`src/rtl/lpct_pkg.sv`:
```
`timescale 1ns / 1ps

package lpct_pkg;

  // default count width
  localparam int COUNT_WIDTH = 16;

  // stream and port widths
  localparam int IN_TDATA_W  = 24;
  localparam int IN_TUSER_W  = 2;
  localparam int OUT_TDATA_W = 24;
  localparam int CFG_INDEX_W = 2;
  localparam int CFG_DATA_W  = 4;
  localparam int REG_DATA_W  = 16;
  localparam int ADDR_W      = 3;
  localparam int CODE_W      = 4;
  localparam int PRESCALE_W  = 16;

  typedef enum logic [1:0] {
    MODE_TICK  = 2'd0,
    MODE_WRITE = 2'd1,
    MODE_READ  = 2'd2
  } mode_t;

  typedef enum logic [ADDR_W-1:0] {
    ADDR_CONTROL = 3'd0,
    ADDR_STATUS  = 3'd1,
    ADDR_IRQ_EN  = 3'd2,
    ADDR_COMPARE = 3'd3,
    ADDR_LATCH   = 3'd4,
    ADDR_COUNT   = 3'd5
  } addr_t;

  typedef enum logic [CFG_INDEX_W-1:0] {
    CFG_PRESCALE_CODE = 2'd0,
    CFG_PRESCALE_BYP  = 2'd1,
    CFG_FREE_RUNNING  = 2'd2
  } cfg_index_t;

  typedef struct packed {
    logic [1:0]            mode;
    logic [ADDR_W-1:0]     reg_address;
    logic [REG_DATA_W-1:0] write_data;
  } item_t;

  typedef struct packed {
    logic [CODE_W-1:0] prescale_code;
    logic              prescale_bypass;
    logic              free_running;
  } cfg_t;

  typedef struct packed {
    logic [REG_DATA_W-1:0] read_data;
    logic                  irq;
  } result_t;

  // terminal prescaler value, 2^(code+1) - 1
  function automatic logic [PRESCALE_W-1:0] prescale_last(input logic [CODE_W-1:0] code);
    logic [CODE_W:0] sh;
    begin
      sh = {1'b0, code} + (CODE_W+1)'(1);
      return ~({PRESCALE_W{1'b1}} << sh);
    end
  endfunction

endpackage

```
`src/rtl/lpct_core.sv`:
```
`timescale 1ns / 1ps

module lpct_core #(
  parameter int COUNT_WIDTH = lpct_pkg::COUNT_WIDTH
) (
  input  logic              clk,
  input  logic              rst,
  input  logic              step,
  input  lpct_pkg::item_t   item,
  input  lpct_pkg::cfg_t    cfg,
  output lpct_pkg::result_t res
);

  logic [COUNT_WIDTH-1:0]          count_value, count_value_next;
  logic [COUNT_WIDTH-1:0]          compare_value, compare_value_next;
  logic [COUNT_WIDTH-1:0]          latched_count, latched_count_next;
  logic [lpct_pkg::PRESCALE_W-1:0] prescale_count, prescale_count_next;
  logic                            timer_enabled, timer_enabled_next;
  logic                            match_flag, match_flag_next;
  logic                            irq_enabled, irq_enabled_next;
  logic                            advance;
  logic                            match;
  logic [lpct_pkg::REG_DATA_W-1:0] read_data;

  assign match = (count_value == compare_value);

  always_comb begin
    count_value_next    = count_value;
    compare_value_next  = compare_value;
    latched_count_next  = latched_count;
    prescale_count_next = prescale_count;
    timer_enabled_next  = timer_enabled;
    match_flag_next     = match_flag;
    irq_enabled_next    = irq_enabled;
    advance             = 1'b0;
    read_data           = '0;
    if (step) begin
      unique case (item.mode)
        lpct_pkg::MODE_TICK: begin
          if (timer_enabled) begin
            if (cfg.prescale_bypass) begin
              advance = 1'b1;
            end else if (prescale_count >= lpct_pkg::prescale_last(cfg.prescale_code)) begin
              // a lowered code makes an overshot prescaler terminal at once
              prescale_count_next = '0;
              advance             = 1'b1;
            end else begin
              prescale_count_next = prescale_count + 1'b1;
            end
          end
        end
        lpct_pkg::MODE_WRITE: begin
          unique case (item.reg_address)
            lpct_pkg::ADDR_CONTROL: begin
              timer_enabled_next = item.write_data[0];
              if (!item.write_data[0]) begin
                count_value_next    = '0;
                prescale_count_next = '0;
              end
            end
            lpct_pkg::ADDR_STATUS: begin
              if (item.write_data[0]) match_flag_next = 1'b0;
            end
            lpct_pkg::ADDR_IRQ_EN:  irq_enabled_next   = item.write_data[0];
            lpct_pkg::ADDR_COMPARE: compare_value_next = COUNT_WIDTH'(item.write_data);
            lpct_pkg::ADDR_LATCH:   latched_count_next = count_value;
            default: ;
          endcase
        end
        lpct_pkg::MODE_READ: begin
          unique case (item.reg_address)
            lpct_pkg::ADDR_CONTROL: read_data = lpct_pkg::REG_DATA_W'(timer_enabled);
            lpct_pkg::ADDR_STATUS:  read_data = lpct_pkg::REG_DATA_W'(match_flag);
            lpct_pkg::ADDR_IRQ_EN:  read_data = lpct_pkg::REG_DATA_W'(irq_enabled);
            lpct_pkg::ADDR_COMPARE: read_data = lpct_pkg::REG_DATA_W'(compare_value);
            lpct_pkg::ADDR_COUNT:   read_data = lpct_pkg::REG_DATA_W'(latched_count);
            default:                read_data = '0;
          endcase
        end
        default: ;
      endcase
    end
    if (advance) begin
      if (match) match_flag_next = 1'b1;
      // restart mode returns to zero on a match, otherwise wrap at maximum
      if (match && !cfg.free_running) begin
        count_value_next = '0;
      end else begin
        count_value_next = count_value + 1'b1;
      end
    end
  end

  always_ff @(posedge clk) begin
    if (rst) begin
      count_value    <= '0;
      compare_value  <= '0;
      latched_count  <= '0;
      prescale_count <= '0;
      timer_enabled  <= 1'b0;
      match_flag     <= 1'b0;
      irq_enabled    <= 1'b0;
    end else begin
      count_value    <= count_value_next;
      compare_value  <= compare_value_next;
      latched_count  <= latched_count_next;
      prescale_count <= prescale_count_next;
      timer_enabled  <= timer_enabled_next;
      match_flag     <= match_flag_next;
      irq_enabled    <= irq_enabled_next;
    end
  end

  assign res.read_data = read_data;
  assign res.irq       = irq_enabled_next & match_flag_next;

endmodule

```
`src/rtl/low_power_compare_timer_top.sv`:
```
`timescale 1ns / 1ps
// path: an accepted request is held in the input register, its result in the result register on the master side
// throughput: one request per cycle while the master side accepts results; the single state-update stage sets this
// an input register and an output register decouple the two sides
// reset: synchronous, active high; clears timer state, config and both valid flags

module low_power_compare_timer_top #(
  parameter int COUNT_WIDTH = lpct_pkg::COUNT_WIDTH
) (
  input  logic                             clk,
  input  logic                             rst,
  input  logic                             s_axis_tvalid,
  output logic                             s_axis_tready,
  // [2:0] reg_address, [18:3] write_data, [23:19] zero
  input  logic [lpct_pkg::IN_TDATA_W-1:0]  s_axis_tdata,
  // [1:0] mode
  input  logic [lpct_pkg::IN_TUSER_W-1:0]  s_axis_tuser,
  output logic                             m_axis_tvalid,
  input  logic                             m_axis_tready,
  // [15:0] read_data, [16] irq, [23:17] zero
  output logic [lpct_pkg::OUT_TDATA_W-1:0] m_axis_tdata,
  input  logic                             cfg_we,
  input  logic [lpct_pkg::CFG_INDEX_W-1:0] cfg_index,
  input  logic [lpct_pkg::CFG_DATA_W-1:0]  cfg_data
);

  lpct_pkg::cfg_t    cfg;
  lpct_pkg::item_t   item;
  lpct_pkg::result_t res;
  lpct_pkg::result_t out_res;
  logic              item_valid;
  logic              out_valid;
  logic              advance;

  assign advance       = item_valid && (!out_valid || m_axis_tready);
  assign s_axis_tready = !item_valid || advance;

  always_ff @(posedge clk) begin
    if (rst) begin
      cfg <= '0;
    end else if (cfg_we) begin
      unique case (cfg_index)
        lpct_pkg::CFG_PRESCALE_CODE: cfg.prescale_code   <= cfg_data[lpct_pkg::CODE_W-1:0];
        lpct_pkg::CFG_PRESCALE_BYP:  cfg.prescale_bypass <= cfg_data[0];
        lpct_pkg::CFG_FREE_RUNNING:  cfg.free_running    <= cfg_data[0];
        default: ;
      endcase
    end
  end

  // input register
  always_ff @(posedge clk) begin
    if (rst) begin
      item_valid <= 1'b0;
    end else if (s_axis_tready) begin
      item_valid <= s_axis_tvalid;
    end
  end

  always_ff @(posedge clk) begin
    if (s_axis_tvalid && s_axis_tready) begin
      item.mode        <= s_axis_tuser[1:0];
      item.reg_address <= s_axis_tdata[lpct_pkg::ADDR_W-1:0];
      item.write_data  <= s_axis_tdata[lpct_pkg::ADDR_W +: lpct_pkg::REG_DATA_W];
    end
  end

  lpct_core #(
    .COUNT_WIDTH(COUNT_WIDTH)
  ) u_core (
    .clk  (clk),
    .rst  (rst),
    .step (advance),
    .item (item),
    .cfg  (cfg),
    .res  (res)
  );

  // result register
  always_ff @(posedge clk) begin
    if (rst) begin
      out_valid <= 1'b0;
    end else if (advance) begin
      out_valid <= 1'b1;
    end else if (m_axis_tready) begin
      out_valid <= 1'b0;
    end
  end

  always_ff @(posedge clk) begin
    if (advance) out_res <= res;
  end

  assign m_axis_tvalid = out_valid;
  assign m_axis_tdata  = {{(lpct_pkg::OUT_TDATA_W-lpct_pkg::REG_DATA_W-1){1'b0}},
                          out_res.irq, out_res.read_data};

endmodule

```
`config.mk`:
```
export PLATFORM = sky130hd
export DESIGN_NAME = low_power_compare_timer_top
export DESIGN_NICKNAME = d
export VERILOG_FILES = /design/src/rtl/lpct_pkg.sv /design/src/rtl/lpct_core.sv /design/src/rtl/low_power_compare_timer_top.sv
export SDC_FILE = /design/constraint.sdc
export NUM_CORES = 1
export LEC_CHECK = 0
export ABC_AREA = 1
export ABC_CLOCK_PERIOD_IN_PS = 2600
export BUFFER_PORTS_ARGS = -buffer_cell sky130_fd_sc_hd__buf_2
export CORE_MARGIN = 1
export CORE_UTILIZATION = 53
export CTS_CLUSTER_DIAMETER = 30
export DETAILED_ROUTE_END_ITERATION = 16
export MAX_ROUTING_LAYER = met4
export PLACE_DENSITY_LB_ADDON = 0.15
export SYNTH_ARGS = -nofsm -noshare
export SYNTH_HDL_FRONTEND = slang
export SYNTH_SLANG_ARGS = --single-unit
```
`constraint.sdc`:
```
create_clock -name clk -period 2.6 [get_ports clk]
set_input_delay 0.52 -clock clk [delete_from_list [all_inputs] [get_ports clk]]
set_output_delay 0.52 -clock clk [all_outputs]
set_load 0.05 [all_outputs]
```
# After elaboration in Yosys (flattened, before gate mapping)
# Cells that the tools add are included.
[word_totals] word_cells=90 reg_bits=113 inputBits=37 output_inout_bits=26
[op_classes] add_sub_neg=3 muxes=27 n_bitwise=2 shift=1 magnitude_cmp=1 eq_ne=15 n_reduce_logical=24
[op_table] op="16-bit two-way mux" n=9
[op_table] op="16-bit one-hot mux with 5 select lines" n=1
[op_table] op="16-bit by 1-bit adder with 16-bit output, second input constant" n=2
[op_table] op="16-bit one-hot mux with 2 select lines" n=1
[op_table] op="16-bit == test" n=1
[op_table] op="16-bit greater-or-equal comparator" n=1
[op_table] op="1-bit two-way mux" n=16
[op_table] op="16-bit NOT" n=1
[op_table] op="16-bit by 5-bit << shifter with 16-bit output, first input constant" n=1
[op_table] op="2-bit nonzero test" n=5
[op_table] op="3-bit AND reduction" n=3
[op_table] op="3-bit by 2-bit == test with 1-bit output, second input constant" n=2
[op_table] op="3-bit == test, second input constant" n=2
[op_table] op="2-bit by 1-bit inequality test with 1-bit output, second input constant" n=3
[op_table] op="2-bit AND reduction" n=3
[op_table] op="6-bit AND reduction" n=1
[op_table] op="4-bit by 1-bit adder with 5-bit output, second input constant" n=1
[op_table] op="2-bit by 1-bit == test with 1-bit output, second input constant" n=2
[op_table] op="2-bit == test, second input constant" n=2
[op_table] op="2-bit logical NOT" n=2
[op_table] op="2-bit inequality test, second input constant" n=2
[op_table] op="4-bit AND reduction" n=1
[op_table] op="3-bit by 1-bit == test with 1-bit output, second input constant" n=1
[op_table] op="1-bit logical AND" n=3
[op_table] op="4 further kinds" n=7

# Longest topological paths before layout
# Gate-level depths: netlist (run 1).
[depth] ltp_word=11 ltp_mapped=21 ltp_nobuf=21

# Hierarchy
# A second synthesis (run 1) with hierarchy kept.
[hier_totals] hier_cells=787 area_unflattened_um2=5967.0
[by_module_without_submodules] module="lpct_core" area_per_inst_um2=4390.5 seq_area_each_um2=1341.3 cells_each=686 instances=1
[by_module_without_submodules] module="low_power_compare_timer_top" area_per_inst_um2=1576.5 seq_area_each_um2=1301.2 cells_each=101 instances=1

# Least setup slack after synthesis (run 1)
# Ideal clock, no wire load.
[synth_timing] path_kind="register to register" startpoint="register, netlist name cfg[3]" endpoint="register u_core.count_value[9]" t_arrival_ns=2.280 path_stages_with_launch=18 period_less_slack_ns=2.350 setup_time_ns=0.070 required_ns=2.530 setup_slack_ns=0.250 n_path_buf=1 cell_sequence="dfxtp_1 -> ha_1 -> nand3_1 -> inv_1 -> nor2_1 -> inv_1 -> o21ai_0 -> ha_1 -> nand2_1 -> nand2_1 -> nand2_1 -> a21oi_1 -> nor2_1 -> nand3_2 -> nand2_4 -> buf_6 -> nand3_1 -> a21oi_1"
[synth_via] elab_chain_len=11 word_cells_on_any_way=15 classes_between="add/sub: 1; order compare: 1; eq/ne: 1; shift: 1; mux: 6; bitwise: 1; reduce/logical: 4"
[synth_lines] item="4-bit by 1-bit adder with 5-bit output (*)" line_no="lpct_pkg.sv:61" rtl="sh = {1'b0, code} + (CODE_W+1)'(1);"
[synth_lines] item="16-bit by 5-bit << shifter with 16-bit output (*)" line_no="lpct_pkg.sv:62" rtl="return ~({PRESCALE_W{1'b1}} << sh);"
[synth_lines] item="16-bit NOT (*)" line_no="lpct_pkg.sv:62"
[synth_lines] item="16-bit greater-or-equal comparator (*)" line_no="lpct_core.sv:43" rtl="end else if (prescale_count >= lpct_pkg::prescale_last(cfg.prescale_code)) begin"
[synth_lines] item="1-bit two-way mux (*)" line_no="lpct_core.sv:43"
[synth_lines] item="1-bit two-way mux (*)" line_no="lpct_core.sv:41" rtl="if (cfg.prescale_bypass) begin"
[synth_lines] item="1-bit two-way mux (*)" line_no="lpct_core.sv:40" rtl="if (timer_enabled) begin"
[synth_lines] item="1-bit two-way mux (*)" line_no="lpct_core.sv:38" rtl="unique case (item.mode)"
[synth_lines] item="1-bit two-way mux (*)" line_no="lpct_core.sv:37" rtl="if (step) begin"
[synth_lines] item="2-bit by 1-bit inequality test with 1-bit output (no line) or 2-bit nonzero test (tied branches)"
[synth_lines] item="4-bit AND reduction (no line)"
[synth_lines] item="end signal: assignment" line_no="lpct_core.sv:104" rtl="count_value <= count_value_next;"
[synth_lines] item="end: declaration" line_no="lpct_core.sv:14" rtl="logic [COUNT_WIDTH-1:0] count_value, count_value_next;"
# Mark *: on every way between the ends. The rest lies on a longest branch, timed or not.
# A chain may end at the register's enable or synchronous reset.

# Final worst setup path (run 1)
[layout_timing] startpoint="register, netlist name cfg[3]" endpoint="register u_core.prescale_count[14] (netlist bit)"
[layout_via] elab_chain_len=8
[layout_lines] item="4-bit by 1-bit adder with 5-bit output" line_no="lpct_pkg.sv:61"
[layout_lines] item="16-bit by 5-bit << shifter with 16-bit output" line_no="lpct_pkg.sv:62"
[layout_lines] item="16-bit NOT" line_no="lpct_pkg.sv:62"
[layout_lines] item="16-bit greater-or-equal comparator" line_no="lpct_core.sv:43"
[layout_lines] item="16-bit two-way mux" line_no="lpct_core.sv:43"
[layout_lines] item="16-bit two-way mux" line_no="lpct_core.sv:41"
[layout_lines] item="16-bit two-way mux" line_no="lpct_core.sv:40"
[layout_lines] item="16-bit one-hot mux with 2 select lines" line_no="lpct_core.sv:38"
[layout_lines] item="end signal: assignment" line_no="lpct_core.sv:107" rtl="prescale_count <= prescale_count_next;"
[layout_lines] item="end: declaration" line_no="lpct_core.sv:17" rtl="logic [lpct_pkg::PRESCALE_W-1:0] prescale_count, prescale_count_next;"
# No other way between the ends. The select of a mux whose other input is x is not followed.

==> results of run 1 <==
==> layout by cell type (no fill, tap or decap), types with 11 or more instances in the layout <==
cell type,instances
a21oi_1,72
buf_2,50
buf_4,18
clkbuf_16,17
dfxtp_1,72
edfxtp_1,38
ha_1,18
inv_1,100
inv_2,12
nand2_1,136
nand3_1,33
nand4_1,33
nor2_1,78
o21ai_0,46
o22ai_1,11
xor2_1,12
==> area by class of cell <==
type / instances / area, µm²
inverters: 114 / 429
clock inverters: 5 / 27.5
clock buffers: 27 / 513
repair buffers: 73 / 442
multi-input cells: 514 / 2780
well taps: 140 / 175
fillers: 920 / 3780
flip-flops and latches: 113 / 2650
==> kinds of logic (layout without fill, tap and decap cells) <==
family / count (synthesis) / count (layout) / share of synthesized area
AOI/OAI and AO/OA: 145 / 145 / 0.129
buffers and inverters: 149 / 219 / 0.107
adders and majority gates: 21 / 21 / 0.0449
and+or+nand+nor: 327 / 327 / 0.246
other: 1 / 7 / 0.000641
muxes: 1 / 1 / 0.00171
DFF: 113 / 113 / 0.451
xor gates and xnor gates: 13 / 13 / 0.0195
==> worst max-delay path by stage <==
stage          startpoint                   endpoint  depth (start not counted)
5_1_grt            cfg[2]  u_core.prescale_count[14]                         20
2_1_floorplan      cfg[3]      u_core.count_value[9]                         17
3_5_place_dp       cfg[2]   u_core.prescale_count[4]                         19
4_1_cts            cfg[2]  u_core.prescale_count[10]                         15
3_3_place_gp       cfg[2]  u_core.prescale_count[15]                         19
6_report           cfg[3]  u_core.prescale_count[14]                         20
==> metal layers <==
layer | global-route usage | vias to the layer above | share of wire | wire (µm)
met5 | - | - | 0 | 0
met4 | 0.0939 | 0 | 0.014 | 185
met3 | 0.0681 | 20 | 0.052 | 699
met2 | 0.400 | 155 | 0.47 | 6400
met1 | 0.309 | 2427 | 0.46 | 6230
li1 | - | 2650 | - | -
==> power groups by stage <==
stage	combinational [mW]	clock [mW]	sequential (mW)
2_1_floorplan	0.176	0	1.95
4_1_cts	0.296	2.10	1.89
5_1_grt	0.349	2.16	1.90
3_3_place_gp	0.280	0	1.92
6_report	0.319	2.06	1.89
3_5_place_dp	0.288	0	1.92
==> sequential cells by signal, indices dropped and copies added, names as in the netlist, 6 cells and up <==
name	count
cfg	6
item	21
m_axis_tdata	17
u_core.compare_value	16
u_core.count_value	16
u_core.latched_count	16
u_core.prescale_count	16
==> per-stage QoR <==
step,hold WS [ns],utilization,setup slack (ns),cell area [µm²]
floorplan,0.430,-,0.250,5880
global placement,0.439,0.580,0.00369,6250
detailed placement,0.445,0.580,-0.133,6250
CTS,0.140,0.634,0.0108,6840
global route,0.144,0.650,-0.161,7010
finish,0.170,0.650,0.0195,7010
==> timing repair <==
action	4_1_cts	5_1_grt
gates cloned	0	0
hold buffers	0	0
pin swaps	2	19
resized for setup	13	43
setup buffers	0	3
endpoints found under the setup margin	31	34
==> impl_results.md, run 1 <==
* Avg Inst Size Synth at 7.60 µm²
* Slew headroom at 0.533
* Crit path cell chain: buf_6 -> nand3_2 -> xor2_1 -> inv_1 -> nor2_2 -> inv_2 -> nor2_1 -> ha_1 -> nand2_1 -> inv_1 -> nand2_2 -> nor2_2 -> nor2_1 -> nand2_1 -> nand2_2 -> buf_6 -> nand4_1 -> nor2_1 -> nor2_1 -> nor2_1
* Initial antenna violation count at 0
* Reg-to-Reg Start: cfg[3]
* Post-synth top flop: dfxtp_1
* Dpl hpwl at 9720 µm
* # DRC at 0
* Worst Hold Launch: s_axis_tdata[2]
* Drt first pass iters at 5
* Port bufs at 50
* Clk buf depth at 2
* Layout cells sized above 1 at 0.189
* GR Overflow Total at 0
* Status: finished clean
* Synth unique cells at 39
* Critical Path Most Common Cell: nor2_1
* Vias in the first global route at 4766
* Setup TNS at 0 ns
* Clock power frac at 0.482
* CP Launch Type: register
* Placer Congestion at 0.917
* Hold path cells at 1
* Number of I/O pins at 63
* Cells after Synth at 770
* Peak VDD IR at 534 µV
* Largest net degree at the start of global routing at 31
* DR vias at 5252
* Detailed Route Iter0 Violations at 263
* R2R Setup Slk at 0.02 ns
* Nets@finish at 891
* Rows at 38
* Share of flip-flops with an asynchronous set or reset at 0
* Final period util at 0.992
* # setup viols final at 0
* Most common cell in the synthesized netlist: nand2_1
* Share of the synthesized area in the top cell type at 0.257
* Sequential power share at 0.443
* Kind of critical path: reg2reg
* Die H at 107 µm
* Top cells by area, synth: dfxtp_1 26%, edfxtp_1 19%, nand2_1 9.1%
* Die Span X at 107 µm
* Mapped Area at 0.00585 mm²
* Worst-skew pair later-pin latency at 0.52 ns
* # clock sinks at 113
* Slowest-stage cell, CP: dfxtp_4
* Starting Density at 0.542
* Max-slew violations at 0
* CP Max Fanout at 7
* First-pass GRT wire length at 21700 µm
* Sw Share at 0.232
* Drt wl/cell at 13.7 µm
* Post-synthesis sequential area ratio at 0.451
* CORE AREA at 0.0108 mm²
* Critical path's top delay family: simple AND/OR/NAND/NOR gates
* Area grow syn2layout at 19.8%
* PD cells at 609 mW/mm²
* Hold WC Path Type: in2reg
* Max cap viols at 0
* Sw power at 991 µW
* Worst r2r path cells at 20
* GRT Overall Usage at 0.253
* DRT antenna net count at 0
* RSZ-0062 raised after global routing: true
* N_diodes at 0
* Cell Count Post-Placement at 951
* Yosys Warn Count at 0
* Via-to-Cell Ratio at 5.33
* CTS tree: yes
* Hold-critical path endpoint: item[18]
* Drt total wl at 13500 µm
* H-tree levels at 4
* #FFs+latches synth at 113
* P_int at 3.28 mW
* Fin Clk Skew at 0.00734 ns
* R2R Path End: u_core.prescale_count[14]
* Commonest cells post-synth: 142 x nand2_1, 105 x inv_1, 90 x nor2_1
* Die area at 0.0115 mm²
* Comb pwr share at 0.075
* Fin crit period at 2.58 ns
* Slowest stage delay, CP at 0.35 ns
* Leak at 2.86 nW
* Required time worst endpoint at 3.06 ns
* Root Driver: clkbuf_8
* Crit path buffers/inverters at 5
* Post-synth EDFFs at 38
* Post-Layout Cell Count at 986
* Largest area contributor in the netlist: dfxtp_1
* Slew @ Worst Pin at 0.700 ns
* Worst Setup End Kind: register
* CTS Buf Count at 17
* CP arrival at 3.04 ns
* Highest clock rate at 0.388 GHz
* PnR Total Power at 4.27 mW
* Hold Vio Cnt, Final at 0
* Worst-path clk slew at 0.05 ns
No activity file was read; power rests on OpenSTA's default activity.
==> run 2: changes to the inputs <==
Settings changed: ABC_CLOCK_PERIOD_IN_PS 2600 to 3150, CAP_MARGIN from default to 0, SKIP_CTS_REPAIR_TIMING from default to 1.
Clock period 2.6 ns to 3.15 ns, I/O delays scaled along.
==> run 2 against run 1 <==
Cell count is 1.9% lower. Worst hold slack better by 0.12 ns. Clock power is 21% lower. Non-clock buffer count is 19 lower. Total power is 20% lower. Clock skew is 0.0014 ns higher. Via count is 2.7% lower. Routed wire length is 2.8% lower. Die area stayed put.
==> impl_results.md, run 2 (synthesis gave the netlist of run 1 again) <==
* Final period util at 0.899
* Highest clock rate at 0.353 GHz
* Hold Slack at 0.290 ns
* CP Max Fanout at 7
* CP arrival at 3.28 ns
* RSZ-0062 raised after global routing: false
* Nets@finish at 872
* CTS tree: yes
* Setup WS post-layout at 0.317 ns
* Port bufs at 50
* PnR Total Power at 3.41 mW
* First-pass GRT wire length at 21700 µm
* Die area at 0.0115 mm²
* Vias in the first global route at 4740
* Required time worst endpoint at 3.60 ns
* Initial antenna violation count at 0
* GRT busiest layer: met2
* GR Layer Usage met2 at 0.400
* Status: finished clean
* H-tree levels at 4
* Reg-to-Reg Start: cfg[3]
* Fin crit period at 2.83 ns
* Worst r2r path cells at 19
* Dpl hpwl at 9340 µm
* Hold path cells at 1
* Worst-skew pair later-pin latency at 0.51 ns
* PD cells at 511 mW/mm²
* Peak VDD IR at 509 µV
* Max cap viols at 0
* # DRC at 0
* Root Driver: clkbuf_8
* Placer Congestion at 0.905
* Die Span X at 107 µm
* R2R Setup Slk at 0.32 ns
* Largest net degree at the start of global routing at 45
* Pre-CTS WS at 0.245 ns
* Die H at 107 µm
* Setup TNS at 0 ns
* Hold Vio Cnt, Final at 0
* N_diodes at 0
* GR Overflow Total at 0
* Kind of critical path: reg2reg
* Starting Density at 0.542
* Filler cell count at 957
* # clock sinks at 113
* Detailed Route Iter0 Violations at 439
* Worst-path clk slew at 0.05 ns
* Drt total wl at 13100 µm
* GR met1 Demand/Resource at 0.310
* Drt first pass iters at 5
* Fin Clk Skew at 0.00878 ns
* Drt wl/cell at 13.6 µm
* DRT antenna net count at 0
* Leak at 2.75 nW
* Layout cells sized above 1 at 0.127
* Max-slew violations at 0
* CORE AREA at 0.0108 mm²
* DR vias at 5111
* Met3 usage at 0.0614
* CP Launch Type: register
* Number of I/O pins at 63
* GRT Overall Usage at 0.250
* Rows at 38
* Hold WC Path Type: in2reg
* R2R Path End: u_core.prescale_count[3]
* Hold-critical path endpoint: item[10]
* Max reg flops at 21
* Core Util, Final at 0.618
* Slew @ Worst Pin at 0.894 ns
* Slew headroom at 0.404
* CTS Buf Count at 17
* Leading cell type in the layout, fill and taps excluded: nand2_1
* Via-to-Cell Ratio at 5.29
* Worst Hold Launch: s_axis_tdata[13]
* Top reg by flops: item
* Commonest non-fill, non-tap cells in the layout: 141 x nand2_1, 105 x inv_1, 89 x nor2_1
* Clk buf depth at 2
* Worst Setup End Kind: register
* Area grow syn2layout at 14.0%
* # setup viols final at 0
[run 2: cell count changes in the layout (fill, tap and decap cells not counted), moves of 5 or more]
| cell | previous run | this run |
|---|---|---|
| nor2_2 | 9 | 2 |
| buf_6 | 5 | 0 |
| buf_4 | 18 | 4 |
| inv_1 | 100 | 105 |
| nor2_1 | 78 | 89 |
| inv_2 | 12 | 7 |
| nand2_1 | 136 | 141 |
[run 2: worst max-delay path: stages, from the launching register on]
cell,delay (ns)
dfxtp_1,0.35
ha_1,0.22
nand3_1,0.11
inv_1,0.10
nor2_1,0.16
inv_1,0.12
nor3_1,0.27
ha_1,0.30
nand2_1,0.08
nand2_1,0.05
nand2_1,0.05
nand2_1,0.04
nand2_1,0.05
nand2_1,0.05
nand2_1,0.14
and2_1,0.19
nand2_1,0.06
nand2_1,0.14
nand2_2,0.16
nor2_1,0.13
[run 2: worst max-delay path by stage]
stage                start  slack [ns]  cells past startpoint                        to
floorplan           cfg[3]        0.80                     17     u_core.count_value[9]
global placement    cfg[3]        0.38                     19    u_core.count_value[12]
detailed placement  cfg[3]        0.25                     17     u_core.count_value[0]
CTS                 cfg[3]        0.23                     17    u_core.count_value[12]
global route        cfg[3]       0.002                     17  u_core.prescale_count[6]
finish              cfg[3]        0.32                     19  u_core.prescale_count[3]
[run 2: power breakdown]
part,switching [mW],leakage (nW),internal (mW),total (mW)
logic,0.174,1.52,0.0573,0.231
clock network,0.607,0.257,1.01,1.62
registers,0.0176,0.975,1.54,1.56
[run 2: per-stage QoR]
step / std cells / area (µm²)
after floorplan: 776 / 5880
after global placement: 935 / 6130
after detailed placement: 935 / 6130
after CTS: 967 / 6640
after global routing: 967 / 6670
final: 967 / 6670
[run 2: metal layers]
| metal | wire [µm] | part of all wire |
|---|---|---|
| met1 | 5970 | 0.45 |
| met2 | 6170 | 0.47 |
| met3 | 826 | 0.063 |
| met4 | 174 | 0.013 |
| met5 | 0 | 0 |
[run 2: cell type report]
type	instances	area (µm²)	area share
Inverter	114	429	0.0643
Tap cell	140	175	0.0263
Multi-Input combinational cell	514	2640	0.395
Sequential cell	113	2640	0.396
Clock buffer	24	470	0.0705
Timing Repair Buffer	54	280	0.0420
Clock inverter	8	37.5	0.00563
==> run 3: changes to the inputs <==
Settings changed: BUFFER_PORTS_ARGS -buffer_cell sky130_fd_sc_hd__buf_2 to default, DONT_BUFFER_PORTS from default to 1, SLEW_MARGIN from default to 5, SYNTH_HIERARCHICAL from default to 1.
==> run 3 against run 2 <==
Clock-buffer cell count is the same. Critical path depth grew 2. Clock skew fell by 0.0024 ns. Total power grew 3.7%. Cell count down 2.5%. Highest routed layer unchanged. Setup slack worse by 0.034 ns. Core utilization down 1.1 points. Combinational power decreased by 24%. Maximum frequency decreased by 1.2%.
==> impl_results.md, run 3 <==
* # setup viols final at 0
* Synth unique cells at 37
* Commonest cells post-synth: 164 x nand2_1, 110 x inv_1, 82 x nor2_1
* Largest area contributor in the netlist: dfxtp_1
* Required time worst endpoint at 3.61 ns
* Share of the synthesized area in the top cell type at 0.252
* Core Util, Final at 0.607
* Highest clock rate at 0.349 GHz
* Worst-path clk slew at 0.05 ns
* Die area at 0.0117 mm²
* GR met1 Demand/Resource at 0.343
* Max reg flops at 21
* Leading cell type in the layout, fill and taps excluded: nand2_1
* Worst Setup End Kind: register
* Most common cell in the synthesized netlist: nand2_1
* Clk buf depth at 2
* Area grow syn2layout at 10.8%
* Drt total wl at 13900 µm
* Setup TNS at 0 ns
* CP arrival at 3.33 ns
* CTS Buf Count at 17
* Met3 usage at 0.0705
* Peak VDD IR at 571 µV
* Die H at 108 µm
* Cells after Synth at 787
* Status: finished clean
* Post-synthesis sequential area ratio at 0.443
* Hold Slack at 0.169 ns
* Placer Congestion at 0.906
* Avg Inst Size Synth at 7.58 µm²
* DR vias at 5077
* Top cells by area, synth: dfxtp_1 25%, edfxtp_1 19%, nand2_1 10%
* # clock sinks at 113
* Root Driver: clkbuf_8
* First-pass GRT wire length at 22800 µm
* Max cap viols at 0
* Detailed Route Iter0 Violations at 366
* Post-Layout Cell Count at 943
* Slew @ Worst Pin at 0.634 ns
* Max-slew violations at 0
* Kind of critical path: reg2reg
* Post-synth EDFFs at 38
* RSZ-0062 raised after global routing: false
* Layout cells sized above 1 at 0.0834
* Drt wl/cell at 14.8 µm
* N_diodes at 0
* R2R Setup Slk at 0.28 ns
* Leak at 2.79 nW
* Rows at 38
* CTS tree: yes
* Initial antenna violation count at 0
* Die Span X at 108 µm
* GR Layer Usage met2 at 0.396
* Yosys Warn Count at 6
* GRT busiest layer: met2
* GR Overflow Total at 0
* Share of flip-flops with an asynchronous set or reset at 0
* Slowest-stage cell, CP: dfxtp_1
* # DRC at 0
* Fin Clk Skew at 0.00642 ns
* Hold WC Path Type: in2reg
* Critical Path Most Common Cell: nand2_1
* Slowest stage delay, CP at 0.40 ns
* Slew headroom at 0.577
* Starting Density at 0.548
* Worst-skew pair later-pin latency at 0.53 ns
* CP Max Fanout at 9
* H-tree levels at 4
* Nets@finish at 848
* Hold Vio Cnt, Final at 0
* #FFs+latches synth at 113
* Crit path cell chain: ha_1 -> nand2_1 -> nor2_1 -> inv_1 -> nand2_1 -> nor2_1 -> inv_1 -> nor2_1 -> ha_1 -> nand2_1 -> nand2_1 -> nand2_1 -> nand2_1 -> nand2_1 -> nand2_1 -> nand2_1 -> and2_1 -> nand2_1 -> nand2_1 -> nand2_2 -> nor2_1
* Vias in the first global route at 4830
* CORE AREA at 0.0109 mm²
* Fin crit period at 2.87 ns
* GRT Overall Usage at 0.265
* Number of I/O pins at 63
* Final Instance Area at 0.00661 mm²
* Drt first pass iters at 5
* CP Launch Type: register
* Via-to-Cell Ratio at 5.38
* Cell Count Post-Placement at 911
* Commonest non-fill, non-tap cells in the layout: 164 x nand2_1, 110 x inv_1, 82 x nor2_1
* Placed Area at 0.00605 mm²
* DRT antenna net count at 0
* Port bufs at 0
* Largest net degree at the start of global routing at 43
* Top reg by flops: item
* Post-synth top flop: dfxtp_1
* Mapped Area at 0.00597 mm²
* Dpl hpwl at 9620 µm
* PD cells at 535 mW/mm²
* Final period util at 0.910
## run 3: final cells by class
cell class | instances | area, µm²
Tap cell | 140 | 175
Clock inverter | 8 | 88.8
Timing Repair Buffer | 10 | 75.1
Inverter | 117 | 444
Fill cell | 988 | 4280
Sequential cell | 113 | 2640
Multi-Input combinational cell | 531 | 2740
Clock buffer | 24 | 450
## run 3: worst max-delay path: cells and delay by family (launching register included)
family,cells,cell delay [ns]
buffers and inverters,2,0.22
and+or+nand+nor,17,1.70
DFF,1,0.40
adders and majority gates,2,0.50
## run 3: final timing paths
path                                               start                  endpoint  cells after the start
worst max-delay path                              cfg[3]  u_core/prescale_count[4]                     21
worst min register to register  u_core/compare_value[11]  u_core/compare_value[11]                      2
worst max register to register                    cfg[3]  u_core/prescale_count[4]                     21
worst min-delay path                                 rst    u_core/count_value[14]                      1
## run 3: power by group
group	leakage, nW	internal (mW)	switching, mW
Clock	0.268	1.13	0.637
Sequential	0.977	1.54	0.0463
Combinational	1.55	0.0415	0.134
## run 3: routing by layer
layer	up-vias	wire length [µm]
met5	-	0
met4	0	210
met3	23	792
met2	155	6090
met1	2345	6820
li1	2554	-
## run 3: through the flow
stage,power [mW],setup WS (ns)
global placement,1.79,0.388
floorplan,1.76,0.336
CTS,3.56,0.232
finish,3.54,0.284
detailed placement,1.79,0.247
global route,3.64,0.0118
## run 3: logic make-up (layout without fill, tap and decap cells)
group | count (synthesis) | after routing | synth area share
adder cells (fa/ha/maj) | 21 | 21 | 0.0440
XOR/XNOR | 18 | 18 | 0.0264
AO/OA/AOI/OAI | 131 | 131 | 0.112
AND/OR/NAND/NOR | 353 | 353 | 0.265
buffers and inverters | 149 | 159 | 0.107
flip-flops | 113 | 113 | 0.443
multiplexers | 1 | 1 | 0.00168
other | 1 | 7 | 0.000628
